[config.mk]
export PLATFORM = sky130hd
export DESIGN_NAME = cbor_item_scan_skipper_unit
export DESIGN_NICKNAME = d
export VERILOG_FILES = /design/src/rtl/cbor_pkg.sv /design/src/rtl/cbor_ctrl.sv /design/src/rtl/cbor_dpath.sv /design/src/rtl/cbor_item_scan_skipper_unit.sv
export SDC_FILE = /design/constraint.sdc
export NUM_CORES = 1
export LEC_CHECK = 0
export BUFFER_PORTS_ARGS = -buffer_cell sky130_fd_sc_hd__clkbuf_2
export CORE_UTILIZATION = 55
export DETAILED_ROUTE_END_ITERATION = 16
export PLACE_DENSITY = 0.76
export SETUP_SLACK_MARGIN = 0.02
export SLEW_MARGIN = 20
export SYNTH_ARGS = -nofsm -noshare
export SYNTH_HDL_FRONTEND = slang
export SYNTH_HIERARCHICAL = 1
export SYNTH_SLANG_ARGS = --single-unit
[constraint.sdc]
create_clock -name clk -period 6.4 [get_ports clk]
set_input_delay 0.32 -clock clk [delete_from_list [all_inputs] [get_ports clk]]
set_output_delay 0.32 -clock clk [all_outputs]
set_load 0.02 [all_outputs]
[src/rtl/cbor_pkg.sv]
// ----------------------------------------------------------------------------
// cbor_pkg
// Shared constants and types of the CBOR item scanner.
// ----------------------------------------------------------------------------
package cbor_pkg;

    localparam int MAX_NEST_DEF = 8;
    localparam int LEN_BITS_DEF = 16;

    localparam logic [1:0] ST_BUSY = 2'd0;
    localparam logic [1:0] ST_DONE = 2'd1;
    localparam logic [1:0] ST_ERR  = 2'd2;

    localparam logic [2:0] ERR_NONE  = 3'd0;
    localparam logic [2:0] ERR_TRUNC = 3'd1;
    localparam logic [2:0] ERR_INFO  = 3'd2;
    localparam logic [2:0] ERR_TAG   = 3'd3;
    localparam logic [2:0] ERR_DEEP  = 3'd4;
    localparam logic [2:0] ERR_COUNT = 3'd5;

    localparam logic [2:0] MAJ_BSTR  = 3'd2;
    localparam logic [2:0] MAJ_TSTR  = 3'd3;
    localparam logic [2:0] MAJ_ARRAY = 3'd4;
    localparam logic [2:0] MAJ_MAP   = 3'd5;
    localparam logic [2:0] MAJ_TAG   = 3'd6;

    localparam logic [4:0] INFO_ARG1 = 5'd24;
    localparam logic [4:0] INFO_ARG8 = 5'd27;

    // Datapath operation selected by the controller
    typedef struct packed {
        logic clear;      // start of a new item
        logic in_head;    // decode this byte as a head
        logic in_arg;     // shift this byte into the argument
        logic in_skip;    // count down payload
        logic commit;     // write datapath state
    } cbor_cmd_t;

    // Status from the datapath to the controller
    typedef struct packed {
        logic [1:0] status;
        logic       to_arg;
        logic       to_skip;
    } cbor_stat_t;

endpackage

[src/rtl/cbor_ctrl.sv]
// ----------------------------------------------------------------------------
// cbor_ctrl
// Scan phase controller and output register handshake.
// ----------------------------------------------------------------------------
module cbor_ctrl
    import cbor_pkg::*;
(
    input  logic       clk,
    input  logic       rst_n,
    input  logic       in_valid,
    input  logic       start,
    output logic       in_ready,
    output logic       out_valid,
    input  logic       out_ready,
    input  cbor_stat_t stat,
    output cbor_cmd_t  cmd
);

    localparam logic [1:0] PH_IDLE = 2'd0;
    localparam logic [1:0] PH_HEAD = 2'd1;
    localparam logic [1:0] PH_ARG  = 2'd2;
    localparam logic [1:0] PH_SKIP = 2'd3;

    logic [1:0] phase_reg, phase_next, ph_eff;
    logic       valid_reg;
    logic       take;

    assign in_ready  = !valid_reg || out_ready;
    assign out_valid = valid_reg;
    assign take      = in_valid && in_ready;
    assign ph_eff    = start ? PH_HEAD : phase_reg;

    // Decode operation for this word
    always_comb
    begin
        cmd.clear   = start;
        cmd.in_head = ph_eff == PH_HEAD;
        cmd.in_arg  = ph_eff == PH_ARG;
        cmd.in_skip = ph_eff == PH_SKIP;
        cmd.commit  = take;
        phase_next  = ph_eff;
        unique case (ph_eff) inside
            PH_IDLE: phase_next = PH_IDLE;
            PH_HEAD, PH_ARG, PH_SKIP:
            begin
                if (stat.to_arg)
                    phase_next = PH_ARG;
                else if (stat.to_skip)
                    phase_next = PH_SKIP;
                else
                    phase_next = PH_HEAD;
            end
            default: phase_next = PH_IDLE;
        endcase
        if (stat.status != ST_BUSY)
            phase_next = PH_IDLE;
    end

    // Advance phase and output valid
    always_ff @(posedge clk or negedge rst_n)
    begin
        if (!rst_n)
        begin
            phase_reg <= PH_IDLE;
            valid_reg <= 1'b0;
        end
        else
        begin
            if (take)
                phase_reg <= phase_next;
            if (take)
                valid_reg <= 1'b1;
            else if (out_ready)
                valid_reg <= 1'b0;
        end
    end

endmodule

[src/rtl/cbor_dpath.sv]
// ----------------------------------------------------------------------------
// cbor_dpath
// Head decode, argument shift, payload count and nesting stack.
// ----------------------------------------------------------------------------
module cbor_dpath
    import cbor_pkg::*;
#(
    parameter int MAX_NEST = MAX_NEST_DEF,
    parameter int LEN_BITS = LEN_BITS_DEF
)
(
    input  logic        clk,
    input  logic        rst_n,
    input  cbor_cmd_t   cmd,
    input  logic [7:0]  data_byte,
    input  logic [15:0] bytes_after,
    output cbor_stat_t  stat,
    output logic [1:0]  scan_status,
    output logic [2:0]  error_kind,
    output logic        head_done,
    output logic [2:0]  head_major,
    output logic [63:0] head_argument,
    output logic [3:0]  nest_level
);

    localparam int DW = $clog2(MAX_NEST + 1);
    localparam int CW = LEN_BITS + 1;

    logic [63:0]       acc_reg, acc_next;
    logic [3:0]        need_reg, need_next;
    logic [2:0]        pmaj_reg, pmaj_next;
    logic [LEN_BITS-1:0] skip_reg, skip_next;
    logic [DW-1:0]     dep_reg, dep_next;
    logic [CW-1:0]     kids_reg [MAX_NEST];
    logic [MAX_NEST-1:0] dec_mask, kids_one;
    logic              push_en;
    logic [CW-1:0]     push_val;

    logic [2:0]  maj, hmaj;
    logic [4:0]  info;
    logic [63:0] harg, count;
    logic [3:0]  needb;
    logic        hcomp, fin, fin_top;
    logic [DW-1:0] dep_cur, fin_dep;
    logic [1:0]  st;
    logic [2:0]  err;
    logic [4:0]  nshift;

    assign maj  = data_byte[7:5];
    assign info = data_byte[4:0];
    assign dep_cur = cmd.clear ? '0 : dep_reg;

    // Children-done compare per level, used by the pop cascade
    always_comb
    begin
        for (int i = 0; i < MAX_NEST; i++)
            kids_one[i] = kids_reg[i] == CW'(1);
    end

    // Pop cascade: drop each innermost level whose last child ends
    always_comb
    begin
        fin_dep = dep_cur;
        fin_top = 1'b1;
        for (int i = MAX_NEST - 1; i >= 0; i--)
        begin
            if (fin_top && DW'(i) < dep_cur)
            begin
                if (kids_one[i])
                    fin_dep = DW'(i);
                else
                    fin_top = 1'b0;
            end
        end
        // Count down every popped level and the level where the cascade stops
        dec_mask = '0;
        for (int i = 0; i < MAX_NEST; i++)
            if (DW'(i) < dep_cur &&
                (DW'(i) >= fin_dep || (!fin_top && DW'(i + 1) == fin_dep)))
                dec_mask[i] = 1'b1;
    end

    // Decode the word and complete heads
    always_comb
    begin
        acc_next  = acc_reg;
        need_next = need_reg;
        pmaj_next = pmaj_reg;
        skip_next = skip_reg;
        dep_next  = dep_cur;
        st = ST_BUSY;
        err = ERR_NONE;
        hcomp = 1'b0;
        hmaj = '0;
        harg = '0;
        fin = 1'b0;
        push_en = 1'b0;
        count = '0;
        nshift = info - INFO_ARG1;
        needb = 4'd1 << nshift[1:0];
        stat.to_arg = 1'b0;
        stat.to_skip = 1'b0;
        if (cmd.clear)
        begin
            acc_next = '0;
            need_next = '0;
            pmaj_next = '0;
            skip_next = '0;
        end
        if (cmd.in_head)
        begin
            if (info < INFO_ARG1)
            begin
                hcomp = 1'b1;
                hmaj = maj;
                harg = {59'd0, info};
            end
            else if (info <= INFO_ARG8)
            begin
                if (16'(needb) > bytes_after)
                begin
                    st = ST_ERR;
                    err = ERR_TRUNC;
                end
                else
                begin
                    pmaj_next = maj;
                    acc_next = '0;
                    need_next = needb;
                    stat.to_arg = 1'b1;
                end
            end
            else
            begin
                st = ST_ERR;
                err = ERR_INFO;
            end
        end
        else if (cmd.in_arg)
        begin
            acc_next = {acc_reg[55:0], data_byte};
            need_next = need_reg - 4'd1;
            if (need_next == 4'd0)
            begin
                hcomp = 1'b1;
                hmaj = pmaj_reg;
                harg = acc_next;
            end
            else
                stat.to_arg = 1'b1;
        end
        else if (cmd.in_skip)
        begin
            skip_next = skip_reg - LEN_BITS'(1);
            if (skip_next == '0)
                fin = 1'b1;
            else
                stat.to_skip = 1'b1;
        end
        if (hcomp)
        begin
            case (hmaj) inside
                MAJ_TAG:
                begin
                    st = ST_ERR;
                    err = ERR_TAG;
                end
                MAJ_BSTR, MAJ_TSTR:
                begin
                    if (harg > {48'd0, bytes_after})
                    begin
                        st = ST_ERR;
                        err = ERR_TRUNC;
                    end
                    else if (harg != 64'd0)
                    begin
                        skip_next = LEN_BITS'(harg);
                        stat.to_skip = 1'b1;
                    end
                end
                MAJ_ARRAY:
                begin
                    if (harg > {48'd0, bytes_after})
                    begin
                        st = ST_ERR;
                        err = ERR_COUNT;
                    end
                    else
                        count = harg;
                end
                MAJ_MAP:
                begin
                    if (harg > {49'd0, bytes_after[15:1]})
                    begin
                        st = ST_ERR;
                        err = ERR_COUNT;
                    end
                    else
                        count = {harg[62:0], 1'b0};
                end
                default: count = '0;
            endcase
            if (st == ST_BUSY && !stat.to_skip)
            begin
                if (count != 64'd0)
                begin
                    if (dep_cur >= DW'(MAX_NEST))
                    begin
                        st = ST_ERR;
                        err = ERR_DEEP;
                    end
                    else
                    begin
                        push_en = 1'b1;
                        dep_next = dep_cur + DW'(1);
                    end
                end
                else
                    fin = 1'b1;
            end
        end
        if (fin)
        begin
            dep_next = fin_dep;
            if (fin_top)
                st = ST_DONE;
        end
        if (st == ST_BUSY && bytes_after == 16'd0)
        begin
            st = ST_ERR;
            err = ERR_TRUNC;
        end
        push_val = CW'(count);
        stat.status = st;
    end

    // Hold datapath state and the result word
    always_ff @(posedge clk or negedge rst_n)
    begin
        if (!rst_n)
            dep_reg <= '0;
        else if (cmd.commit && (cmd.clear || cmd.in_head || cmd.in_arg || cmd.in_skip))
            dep_reg <= dep_next;
    end

    always_ff @(posedge clk)
    begin
        if (cmd.commit)
        begin
            acc_reg  <= acc_next;
            need_reg <= need_next;
            pmaj_reg <= pmaj_next;
            skip_reg <= skip_next;
            for (int i = 0; i < MAX_NEST; i++)
            begin
                if (push_en && DW'(i) == dep_cur)
                    kids_reg[i] <= push_val;
                else if (fin && dec_mask[i])
                    kids_reg[i] <= kids_reg[i] - CW'(1);
            end
            if (cmd.in_head || cmd.in_arg || cmd.in_skip)
            begin
                scan_status   <= st;
                error_kind    <= err;
                head_done     <= hcomp;
                head_major    <= hmaj;
                head_argument <= harg;
                nest_level    <= 4'(dep_next);
            end
            else
            begin
                scan_status   <= ST_BUSY;
                error_kind    <= ERR_NONE;
                head_done     <= 1'b0;
                head_major    <= '0;
                head_argument <= '0;
                nest_level    <= '0;
            end
        end
    end

endmodule

[src/rtl/cbor_item_scan_skipper_unit.sv]
// ----------------------------------------------------------------------------
// cbor_item_scan_skipper_unit
// Scans one CBOR data item a byte at a time and checks well-formedness.
// ----------------------------------------------------------------------------
// One byte word is taken per clock and each gives one registered result
// word; a new byte enters in the same cycle that the last result leaves, so
// with the sink always ready the rate is one byte per cycle, and a stalled
// result holds the input off until it is taken. The nesting stack pop
// is resolved in the same cycle by a parallel compare of all open levels.
module cbor_item_scan_skipper_unit
    import cbor_pkg::*;
#(
    parameter int MAX_NEST = MAX_NEST_DEF,
    parameter int LEN_BITS = LEN_BITS_DEF
)
(
    input  logic        clk,
    input  logic        rst_n,
    input  logic        s_axis_tvalid,
    output logic        s_axis_tready,
    input  logic [23:0] s_axis_tdata,  // data_byte[7:0], bytes_after[23:8]
    input  logic        s_axis_tuser,  // start_item
    output logic        m_axis_tvalid,
    input  logic        m_axis_tready,
    // scan_status[1:0], error_kind[4:2], head_major[7:5], head_argument[71:8],
    // nest_level[75:72], zero fill
    output logic [79:0] m_axis_tdata,
    output logic        m_axis_tuser   // head_done
);

    cbor_cmd_t  cmd;
    cbor_stat_t stat;
    logic [1:0]  scan_status;
    logic [2:0]  error_kind, head_major;
    logic [63:0] head_argument;
    logic [3:0]  nest_level;

    cbor_ctrl u_ctrl (
        .clk       (clk),
        .rst_n     (rst_n),
        .in_valid  (s_axis_tvalid),
        .start     (s_axis_tuser),
        .in_ready  (s_axis_tready),
        .out_valid (m_axis_tvalid),
        .out_ready (m_axis_tready),
        .stat      (stat),
        .cmd       (cmd)
    );

    cbor_dpath #(.MAX_NEST(MAX_NEST), .LEN_BITS(LEN_BITS)) u_dpath (
        .clk           (clk),
        .rst_n         (rst_n),
        .cmd           (cmd),
        .data_byte     (s_axis_tdata[7:0]),
        .bytes_after   (s_axis_tdata[23:8]),
        .stat          (stat),
        .scan_status   (scan_status),
        .error_kind    (error_kind),
        .head_done     (m_axis_tuser),
        .head_major    (head_major),
        .head_argument (head_argument),
        .nest_level    (nest_level)
    );

    assign m_axis_tdata = {4'd0, nest_level, head_argument, head_major, error_kind,
                           scan_status};

    // A held result stays put while the sink stalls
    assert property (@(posedge clk) disable iff (!rst_n)
        m_axis_tvalid && !m_axis_tready |=> $stable(m_axis_tdata))
        else $error("result changed while stalled");

    // Errors always carry a kind, other results never do
    assert property (@(posedge clk) disable iff (!rst_n)
        m_axis_tvalid |-> ((scan_status == ST_ERR) == (error_kind != ERR_NONE)))
        else $error("status and error kind disagree");

    // Depth never exceeds the stack size
    assert property (@(posedge clk) disable iff (!rst_n)
        m_axis_tvalid |-> (nest_level <= 4'(MAX_NEST)))
        else $error("nesting depth out of range");

endmodule

* Word level (Yosys, flattened, before mapping)
Memories as Yosys holds them, arrays and structs flattened.
Cells that the tools add are included.
** Operators by class
- $add $sub $neg :: 12
- Shift-type cells :: 1
- Equality and inequality tests :: 31
- Order comparisons :: 22
- Reductions and logical operators :: 73
- Muxes and demuxes :: 224
- Bitwise logic cells :: 9
** Operators by type and width (count)
- 64-bit 2-to-1 mux :: 16
- 17-bit 2-to-1 mux :: 9
- 16-bit 2-to-1 mux :: 9
- 17-bit by 1-bit equality test with 1-bit output (second input constant) :: 8
- 17-bit by 1-bit subtractor with 17-bit output (second input constant) :: 8
- 64-bit nonzero test :: 2
- 1-bit 2-to-1 mux :: 115
- 4-bit 2-to-1 mux :: 28
- 3-bit 2-to-1 mux :: 22
- 64-bit by 15-bit > comparator with 1-bit output :: 1
- 64-bit by 16-bit > comparator with 1-bit output :: 1
- 2-bit 2-to-1 mux :: 24
- 1-bit logical AND :: 43
- 3-bit by 4-bit equality test with 1-bit output (first input constant) :: 8
- 16-bit zero test :: 2
- 2-bit by 4-bit equality test with 1-bit output (first input constant) :: 4
- 3-bit by 4-bit >= comparator with 1-bit output (first input constant) :: 4
- 4-bit by 16-bit > comparator with 1-bit output :: 1
- 3-bit by 4-bit less-than comparator with 1-bit output (first input constant) :: 4
- 16-bit by 1-bit subtractor with 16-bit output (second input constant) :: 1
- 1-bit logical OR :: 14
- 3-bit equality test (second input constant) :: 3
- 1-bit by 4-bit equality test with 1-bit output (first input constant) :: 2
- 1-bit by 4-bit >= comparator with 1-bit output (first input constant) :: 2
- 23 further kinds :: 41
** Word-level totals
- Register bits after elaboration :: 171
- Input bits :: 29
- Memory bits (writable) :: 136
- Logic and storage cells :: 387
- Memories kept :: 1
** Memory list
- u_dpath.kids_reg :: depth 8, bits a word 17, read ports 8, clocked after Yosys merged registers in 0, wr ports 8, RTL line cbor_dpath.sv:34 : logic [CW-1:0] kids_reg [MAX_NEST];

* Longest topological paths before layout
Gate-level depths: netlist of run 1.
An unclocked memory read counts as a cell.
- Depth in word-level cells :: 29
- Depth in mapped cells :: 25

* By module
Netlist of run 1, hierarchy kept.
** By module, submodules not included
- cbor_dpath :: area each 17246.5 um2, sequential area each 8868.5 um2, instances 1, cells an instance 1670
- cbor_ctrl :: area each 190.2 um2, sequential area each 75.1 um2, instances 1, cells an instance 20
- cbor_item_scan_skipper_unit :: area each 33.8 um2, sequential area each 0.0 um2, instances 1, cells an instance 5

* Least setup slack after synthesis of run 1
No wires, ideal clock.
- Kind :: register to register
- Start point :: reg u_dpath.need_reg[0]
- End point :: mem u_dpath/kids_reg[1][34] (netlist name), enable pin
- Stages on the path, launching flop included :: 20
- Library setup time :: 0.440 ns
- Path slack :: -0.348 ns
- Path buffers :: 1
- Data arrival time :: 6.308 ns
- Cell sequence :: edfxtp_1 -> inv_1 -> ha_1 -> or2_2 -> o21ai_0 -> o2111a_1 -> clkbuf_1 -> nand2_1 -> inv_1 -> ha_1 -> nor2_1 -> nor3_1 -> or4_1 -> o31a_1 -> or2_2 -> a221o_1 -> a21o_1 -> nand2_1 -> nand2_1 -> o41ai_1
** RTL lines
- start: declaration :: RTL line cbor_dpath.sv:30 : logic [3:0] need_reg, need_next;
- start signal: assignment :: RTL line cbor_dpath.sv:251 : need_reg <= need_next;
- end: declaration :: RTL line cbor_dpath.sv:34

==> run summary, run 1 <==
Worst-skew pair later-pin latency - 580 ps
Die Ht - 180 µm
Post-Route WL - 45900 µm
Worst setup SP type - flip-flop
Fmax - 0.163 GHz
Die Area - 32500 µm²
Reg area - 8940 µm²
Sequential area share after synthesis - 0.512
Vias - 13900
Crit path kind - reg2reg
Worst hold slack - 90.9 ps
Max FFs per register - 136
Placed wire-length estimate - 30700 µm
CTS H-tree lvls - 1
Placed instance count - 2155
R2R Path End - u_dpath/kids_reg[1][62]$_DFFE_PP_
Final hold violations - 0
Mapped Area - 17500 µm²
Initial DRT Pass Iterations - 6
Initial DRC Count - 1624
CP arrival - 6370 ps
Yosys cell types - 89
Leakage - 7.36 nW
Ys flop type - edfxtp_1
Post-synth EDFFs - 292
Async SR Flop Fraction - 0.0234
Starting density of the core - 0.565
CP Data Required Time - 6650 ps
Crit end category - flip-flop
Grt total ovfl - 0
Slowest-stage cell, CP - edfxtp_1
Antenna-violating nets left - 0
Status - completed
Post-synthesis sequential element count - 299
Finished Core Util - 0.631
Multi-input logic area - 7980 µm²
Min-Delay Path Class - in2reg
Synthesis Warnings - 6
Setup-failing EPs final - 0
Skew final - 21.3 ps
Num CTS Buffers - 31
Cell Rows - 64
TritonCTS clock tree - built
Worst R2R Setup Slack - 270 ps
Reg clk slew, reported paths - 60 ps
GP Congestion - 0.895
Area of the core - 30900 µm²
Global-route wire length before repair - 71500 µm
Total Negative Setup Slacks - 0 ps
Die Wd - 180 µm
FF-to-FF path depth - 20
Final Max Tran Viols - 0
Synthesized instance count - 1695
CTS max path bufs - 3
Remaining DRCs - 0
Avg Inst Size Synth - 10.3 µm²
RSZ-0062 raised after global routing - no
WHS Endpoint - u_ctrl/out_valid$_DFFE_PN0P_
R2R Path Start - u_dpath/need_reg[0]$_DFFE_PP_
Via/cell ratio - 6.26
Crit-path cells - inv_1 > ha_1 > or2_2 > o31ai_1 > o2111a_2 > buf_12 > and2_1 > ha_1 > a211oi_1 > nor3b_1 > or4_1 > o31a_1 > o2111a_1 > nor4b_4 > o2111ai_1 > o21ai_2 > buf_4 > o2111ai_4 > o21ai_1 > buf_4
Worst slew pin tran - 904 ps
Hold Startpoint - m_axis_tready
Io pins - 112
Cell Area, Placed - 18400 µm²
Area Overhead vs Synth - 11.6%
Vias in the first global route - 13300
Layout Nets - 1883
CTS Root Cell - clkbuf_16
Non-Filler Instances - 2218
Sink Count - 299
Initial antenna violation count - 2
Largest net degree at the start of global routing - 91
Critical path's largest stage delay - 460 ps
Minimum clock period - 6130 ps
Routed len/inst - 20.7 µm
WHS Path Cells - 3
Port bufs - 107
Crit Path Max Fanout - 18
Maximum VDD drop - 0.000235 V
Max Cap Viol - 0
Ratio of cells with drive above 1 in the final layout - 0.126
Filler cells - 2509
PwrDens - 266 nW/µm²
Tcrit/Tclk final - 0.957
Worst slew margin - 0.393
Fin area - 19500 µm²
Total track usage - 0.277
==> per-stage QoR <==
| step | setup WS (ps) | total power [mW] |
|---|---|---|
| after floorplan | 109 | 3.10 |
| after global placement | 423 | 3.36 |
| after detailed placement | 122 | 3.37 |
| after CTS | 93.3 | 5.19 |
| after global routing | 19.4 | 5.38 |
| final | 274 | 5.19 |
==> worst max-delay path: cells and delay by family, from the launching register on <==
kind,cells,cell delay (ps)
compound gates,9,2560
simple gates,5,1490
buf+inv,4,730
fa+ha+maj,2,550
flops,1,460
==> where the power goes <==
group | internal (mW) | total, mW | switching, mW
sequential | 2.31 | 2.43 | 0.120
combinational | 0.312 | 0.933 | 0.621
clock | 1.08 | 1.83 | 0.758
==> kinds of logic (layout without fill, tap and decap cells) <==
kind of cell	Yosys count	after routing	share of synthesized area
xor+xnor	123	123	0.0617
compound gates	378	378	0.131
flops	299	299	0.512
other cells	1	6	0.000215
fa+ha+maj	58	58	0.0415
simple gates	678	678	0.208
mux	18	18	0.0104
buf+inv	140	262	0.0349
==> routing by layer <==
metal | track usage | up-vias | part of all wire
li1 | - | 6482 | -
met4 | 0.112 | 0 | 0.044
met3 | 0.0378 | 127 | 0.070
met5 | 0 | - | 0
met2 | 0.447 | 560 | 0.46
met1 | 0.378 | 6718 | 0.42
==> what timing repair did <==
item,4_1_cts,5_1_grt
endpoints found under the setup margin,0,159
gates resized for setup,0,3
setup buffers,0,2
hold endpoints to repair,8,0
hold buffers,2,0
==> Yosys cell counts, types with 47 or more instances <==
| master | n | area share |
|---|---|---|
| edfxtp_1 | 292 | 0.50 |
| nor2_1 | 170 | 0.037 |
| o21ai_0 | 117 | 0.034 |
| nand2_1 | 105 | 0.023 |
| a21oi_1 | 97 | 0.028 |
| xnor2_1 | 90 | 0.045 |
| and2_1 | 71 | 0.025 |
| nor3_1 | 68 | 0.019 |
| inv_1 | 63 | 0.014 |
| ha_1 | 58 | 0.042 |
| nor4_1 | 57 | 0.020 |
| and3_1 | 55 | 0.020 |
| o21ai_1 | 48 | 0.014 |
| clkbuf_1 | 47 | 0.010 |
==> cell usage in the layout (no fill, tap or decap), types with 8 or more instances in the layout <==
master,Yosys,final
nor2_1,170,170
nand2_1,105,105
ha_1,58,58
a21oi_1,97,97
or2_2,10,10
xnor2_1,90,90
and3_1,55,55
nand2b_1,8,8
clkbuf_16,0,31
nor4_1,57,56
or3_1,20,20
or4_1,13,13
o21ai_0,117,113
nor3_1,68,67
nand3_1,33,33
nand4_1,12,12
o21ai_1,48,52
a21o_1,9,9
mux2i_1,17,17
o211ai_1,9,9
buf_4,6,30
edfxtp_1,292,292
clkbuf_2,0,107
and2_1,71,71
xor2_1,33,33
inv_1,63,63
clkbuf_1,47,10
a22oi_1,13,13
nor2b_1,13,12
==> worst max path at each step <==
| stage | depth (start not counted) | from | slack (ps) | endpoint |
|---|---|---|---|---|
| after floorplan | 19 | u_dpath/need_reg[0]$_DFFE_PP_ | 110 | u_dpath/kids_reg[0][17]$_DFFE_PP_ |
| after global placement | 22 | u_dpath/need_reg[0]$_DFFE_PP_ | 420 | u_dpath/kids_reg[1][63]$_DFFE_PP_ |
| after detailed placement | 22 | u_dpath/need_reg[0]$_DFFE_PP_ | 120 | u_dpath/kids_reg[1][64]$_DFFE_PP_ |
| after CTS | 22 | u_dpath/need_reg[0]$_DFFE_PP_ | 90 | u_dpath/kids_reg[1][63]$_DFFE_PP_ |
| after global routing | 20 | u_dpath/need_reg[0]$_DFFE_PP_ | 20 | u_dpath/kids_reg[1][58]$_DFFE_PP_ |
| final | 20 | u_dpath/need_reg[0]$_DFFE_PP_ | 270 | u_dpath/kids_reg[1][62]$_DFFE_PP_ |
==> cell type report <==
cell class,instances,share of cell area
inverters,63,0.0121
flip-flops and latches,299,0.459
repair buffers,142,0.0422
well taps,396,0.0254
multi-input cells,1259,0.409
diodes,2,0.000257
clock buffers,43,0.0431
clock inverters,14,0.00911
(Power assumes the default switching activity.)
==> run 2: changes to the inputs <==
==> constraint.sdc (replaced) <==
create_clock -name clk -period 6.4 [get_ports clk]
set_input_delay 0.96 -clock clk [delete_from_list [all_inputs] [get_ports clk]]
set_output_delay 0.96 -clock clk [all_outputs]
set_load 0.02 [all_outputs]
==> run 2 against run 1 <==
Effect of this change: clock power about the same; non-clock buffer count down 1; register-to-register slack better by 120 ps; design area about the same; wire length down 0.95%; via count up 0.39%; total power up 0.36%; cell count about the same; die area unchanged; sequential cell count unchanged; highest routed layer unchanged.
==> run summary, run 2 (synthesis gave the netlist of run 1 again) <==
Status - completed
Initial antenna violation count - 2
Area of the core - 30900 µm²
Num CTS Buffers - 34
Die Ht - 180 µm
Port bufs - 107
Critical path's largest stage delay - 490 ps
CP arrival - 6210 ps
Reg clk slew, reported paths - 60 ps
Starting density of the core - 0.565
Most frequent cells in the layout - 292 x edfxtp_1, 170 x nor2_1, 113 x o21ai_0, 107 x clkbuf_2, 105 x nand2_1
Post-Route WL - 45500 µm
Initial DRC Count - 1435
Vias - 13900
Worst-skew pair later-pin latency - 540 ps
Worst slew margin - 0.249
Worst slew pin tran - 1130 ps
Leakage - 7.36 nW
Setup WS pre-CTS - 256 ps
Antenna-violating nets left - 0
CTS Root Cell - clkbuf_16
TritonCTS clock tree - built
Final Max Tran Viols - 0
Minimum clock period - 6010 ps
CP Data Required Time - 6600 ps
CP Buf/Inv Count - 4
Setup-failing EPs final - 0
Fmax - 0.166 GHz
Placed instance count - 2153
Sink Count - 299
Most common cell after layout, fill and taps aside - edfxtp_1
Vias in the first global route - 13100
PwrDens - 267 nW/µm²
Min-Delay Path Class - in2async
Max Cap Viol - 0
Crit path kind - reg2reg
Hold Buf Count CTS - 0
Worst setup SP type - flip-flop
Die Wd - 180 µm
Non-Filler Instances - 2219
Placed wire-length estimate - 30800 µm
CTS H-tree lvls - 2
Initial DRT Pass Iterations - 6
CP delay by family, top - compound AO/OA/AOI/OAI gates
Filler cells - 2473
Grt total ovfl - 0
Crit Path Max Fanout - 18
Ratio of cells with drive above 1 in the final layout - 0.126
Die Area - 32500 µm²
Cell Rows - 64
Largest net degree at the start of global routing - 76
Crit end category - flip-flop
Via/cell ratio - 6.28
Layout Nets - 1886
Tcrit/Tclk final - 0.939
Slowest-stage cell, CP - or4_1
Crit-path cells - inv_1 > ha_1 > or2_2 > o21ai_1 > o2111a_2 > nand2_1 > inv_1 > ha_1 > nor2_1 > nor3_1 > or4_1 > o31a_1 > o2111a_1 > nor4b_2 > o2111ai_1 > o21ai_2 > buf_4 > o2111ai_4 > o21ai_1 > buf_4
GP Congestion - 0.929
CTS max path bufs - 3
Final hold violations - 0
Routed len/inst - 20.5 µm
Global-route wire length before repair - 70600 µm
Area Overhead vs Synth - 11.7%
Worst R2R Setup Slack - 390 ps
Remaining DRCs - 0
Skew final - 24.4 ps
Maximum VDD drop - 0.000207 V
Max FFs per register - 136
Io pins - 112
RSZ-0062 raised after global routing - no
PnR worst setup slack - 390 ps
Total track usage - 0.274
-- run 2: path summary, 6_finish.rpt --
kind | from | end | cells after the start
setup / recovery | u_dpath/need_reg[0]$_DFFE_PP_ | u_dpath/kids_reg[1][64]$_DFFE_PP_ | 20
hold / removal | rst_n | u_dpath/dep_reg[2]$_DFFE_PN0P_ | 1
setup reg to reg | u_dpath/need_reg[0]$_DFFE_PP_ | u_dpath/kids_reg[1][64]$_DFFE_PP_ | 20
hold reg to reg | u_dpath/acc_reg[48]$_DFFE_PP_ | u_dpath/head_argument[56]$_SDFFCE_PP0P_ | 1
max in group asynchronous | rst_n | u_dpath/dep_reg[3]$_DFFE_PN0P_ | 1
min in group clk | u_dpath/acc_reg[48]$_DFFE_PP_ | u_dpath/head_argument[56]$_SDFFCE_PP0P_ | 1
-- run 2: timing repair --
item | in CTS | in global routing
endpoints found under the hold margin | 0 | 0
gates resized for setup | 0 | 2
buffers inserted | 0 | 5
endpoints found under the setup margin | 0 | 119
-- run 2: report_power, final --
part / switching [mW] / internal (mW) / leakage (nW)
clock: 0.776 / 1.07 / 0.505
sequential: 0.126 / 2.31 / 2.94
combinational: 0.627 / 0.309 / 3.92
total: 1.53 / 3.68 / 7.36
-- run 2: cell type report --
type	count	area, µm²	area share
well taps	396	495	0.0254
repair buffers	141	791	0.0405
flip-flops and latches	299	8940	0.458
diodes	2	5.00	0.000257
clock inverters	16	171	0.00879
multi-input cells	1260	7990	0.409
inverters	63	236	0.0121
clock buffers	42	881	0.0451
-- run 2: routing by layer --
metal	GRT usage	routed length, µm
met5	0	0
met4	0.116	1760
met3	0.0388	3220
met2	0.437	21300
met1	0.376	19200
-- run 2: per-stage QoR --
step	area (µm²)	hold slack, ps	total power [mW]	TNS (ps)	utilization
after floorplan	17500	537	3.10	-1540	-
after detailed placement	18400	573	3.38	0	0.595
after global routing	19500	267	5.41	0	0.631
after global placement	18400	580	3.36	0	0.595
after CTS	19500	259	5.22	0	0.629
final	19500	266	5.21	0	0.631
==> run 3: changes to the inputs <==
Settings changed: REMOVE_ABC_BUFFERS from default to 1.
==> run 3 against run 2 <==
Effect of this change: count of clock-buffer cells in the layout decreased by 2; cell count increased by 0.27%; design area increased by 0.65%; sequential cell count unchanged; wire length increased by 0.92%.
==> run summary, run 3 (synthesis gave the netlist of run 1 again) <==
Status - completed
Grt total ovfl - 0
Fmax - 0.164 GHz
Initial antenna violation count - 2
Cell Rows - 64
Filler cells - 2473
Layout Nets - 1891
RSZ-0062 raised after global routing - no
CTS H-tree lvls - 2
Sink Count - 299
Slowest-stage cell, CP - or4_1
CP delay by family, top - compound AO/OA/AOI/OAI gates
Port bufs - 107
Largest net degree at the start of global routing - 140
Die Area - 32500 µm²
Max Cap Viol - 0
CP Capture Point - u_dpath/kids_reg[0][3]$_DFFE_PP_
R2R Path Start - u_dpath/need_reg[0]$_DFFE_PP_
CTS max path bufs - 3
Vias - 14000
Minimum clock period - 6120 ps
Most common cell after layout, fill and taps aside - edfxtp_1
Critical path's largest stage delay - 470 ps
R2R Path End - u_dpath/kids_reg[0][3]$_DFFE_PP_
GP Congestion - 0.949
Starting density of the core - 0.565
Finished Core Util - 0.635
Die Ht - 180 µm
Area of the core - 30900 µm²
Routed len/inst - 20.6 µm
Setup-failing EPs final - 0
Critical Path Start - u_dpath/need_reg[0]$_DFFE_PP_
Worst R2R Setup Slack - 280 ps
Skew final - 19.4 ps
Initial DRT Pass Iterations - 6
Global-route wire length before repair - 71300 µm
Num CTS Buffers - 34
Worst-skew pair later-pin latency - 520 ps
CTS Root Cell - clkbuf_16
Crit Path Max Fanout - 18
FF-to-FF path depth - 21
Crit-path cells - inv_1 > ha_1 > or2_2 > o31ai_1 > buf_4 > o2111a_2 > nand2_1 > inv_1 > ha_1 > nor2_1 > nor3_1 > or4_1 > o31a_1 > o2111a_1 > nor4b_2 > o2111ai_1 > o21ai_4 > buf_4 > nand4_4 > o21ai_1 > buf_4
Via/cell ratio - 6.27
Initial DRC Count - 1712
CP Data Required Time - 6590 ps
Final hold violations - 0
Worst slew margin - 0.441
Met3 Use GR - 0.0412
Final Max Tran Viols - 0
Ratio of cells with drive above 1 in the final layout - 0.132
GR peak layer - met2
Min-Delay Path Class - in2async
Worst slew pin tran - 832 ps
Remaining DRCs - 0
Max FFs per register - 136
Io pins - 112
Overall power - 5.36 mW
Total track usage - 0.277
Crit path kind - reg2reg
Maximum VDD drop - 0.000175 V
Placed wire-length estimate - 30600 µm
CP arrival - 6310 ps
Met1 usage - 0.382
TritonCTS clock tree - built
CP Buf/Inv Count - 5
Die Wd - 180 µm
Multi-input logic area - 7980 µm²
Most used cell, CP - buf_4
Crit end category - flip-flop
Antenna-violating nets left - 0
Area Overhead vs Synth - 12.4%
Leakage - 7.43 nW
Reg area - 8940 µm²
Tcrit/Tclk final - 0.956
Vias in the first global route - 13100
PwrDens - 273 nW/µm²
Stages on worst setup path - 21
Post-Route WL - 45900 µm
Reg clk slew, reported paths - 60 ps
Worst setup SP type - flip-flop
Met2 usage - 0.448
Worst hold slack - 280 ps
Hold Buf Count CTS - 0
Most frequent cells in the layout - 292 x edfxtp_1, 170 x nor2_1, 114 x o21ai_0, 107 x clkbuf_2, 105 x nand2_1
-- run 3: cell type report --
cell class                      count  share of cell area
Sequential cell                   299               0.455
Multi-Input combinational cell   1259               0.407
Clock buffer                       40              0.0445
Timing Repair Buffer              147              0.0434
Tap cell                          396              0.0252
Clock inverter                     20              0.0127
Inverter                           63              0.0120
Antenna cell                        1            0.000127
-- run 3: worst min-delay path by stage --
| stage | endpoint | slack (ps) |
|---|---|---|
| after floorplan | u_dpath/dep_reg[1]$_DFFE_PN0P_ | 540 |
| after global placement | u_dpath/head_argument[63]$_SDFFCE_PP0P_ | 580 |
| after detailed placement | u_dpath/head_argument[60]$_SDFFCE_PP0P_ | 580 |
| after CTS | u_ctrl/phase_reg[1]$_DFFE_PN0P_ | 280 |
| after global routing | u_ctrl/phase_reg[1]$_DFFE_PN0P_ | 280 |
| final | u_ctrl/phase_reg[1]$_DFFE_PN0P_ | 280 |
-- run 3: metal layers --
metal	wire length [µm]	up-vias
li1	-	6509
met1	19400	6730
met2	21700	589
met3	3310	123
met4	1470	0
met5	0	-
-- run 3: timing repair --
| item | CTS | global route |
|---|---|---|
| hold endpoints to repair | 0 | 0 |
| endpoints found under the setup margin | 0 | 139 |
| buffers inserted | 0 | 5 |
| gates resized for setup | 0 | 3 |
-- run 3: through the flow --
stage / setup slack, ps / setup TNS, ps / cell area (µm²) / cells
finish: 284 / 0 / 19600 / 2225
CTS: 200 / 0 / 19600 / 2219
global placement: 275 / 0 / 18500 / 2159
global route: 43.7 / 0 / 19600 / 2225
floorplan: -4130 / -921910 / 17100 / 1621
detailed placement: -18.2 / -299 / 18500 / 2159
-- run 3: power by group --
group / internal, mW / total [mW] / switching, mW
Clock: 1.19 / 1.98 / 0.787
Combinational: 0.322 / 0.958 / 0.635
Sequential: 2.31 / 2.43 / 0.123
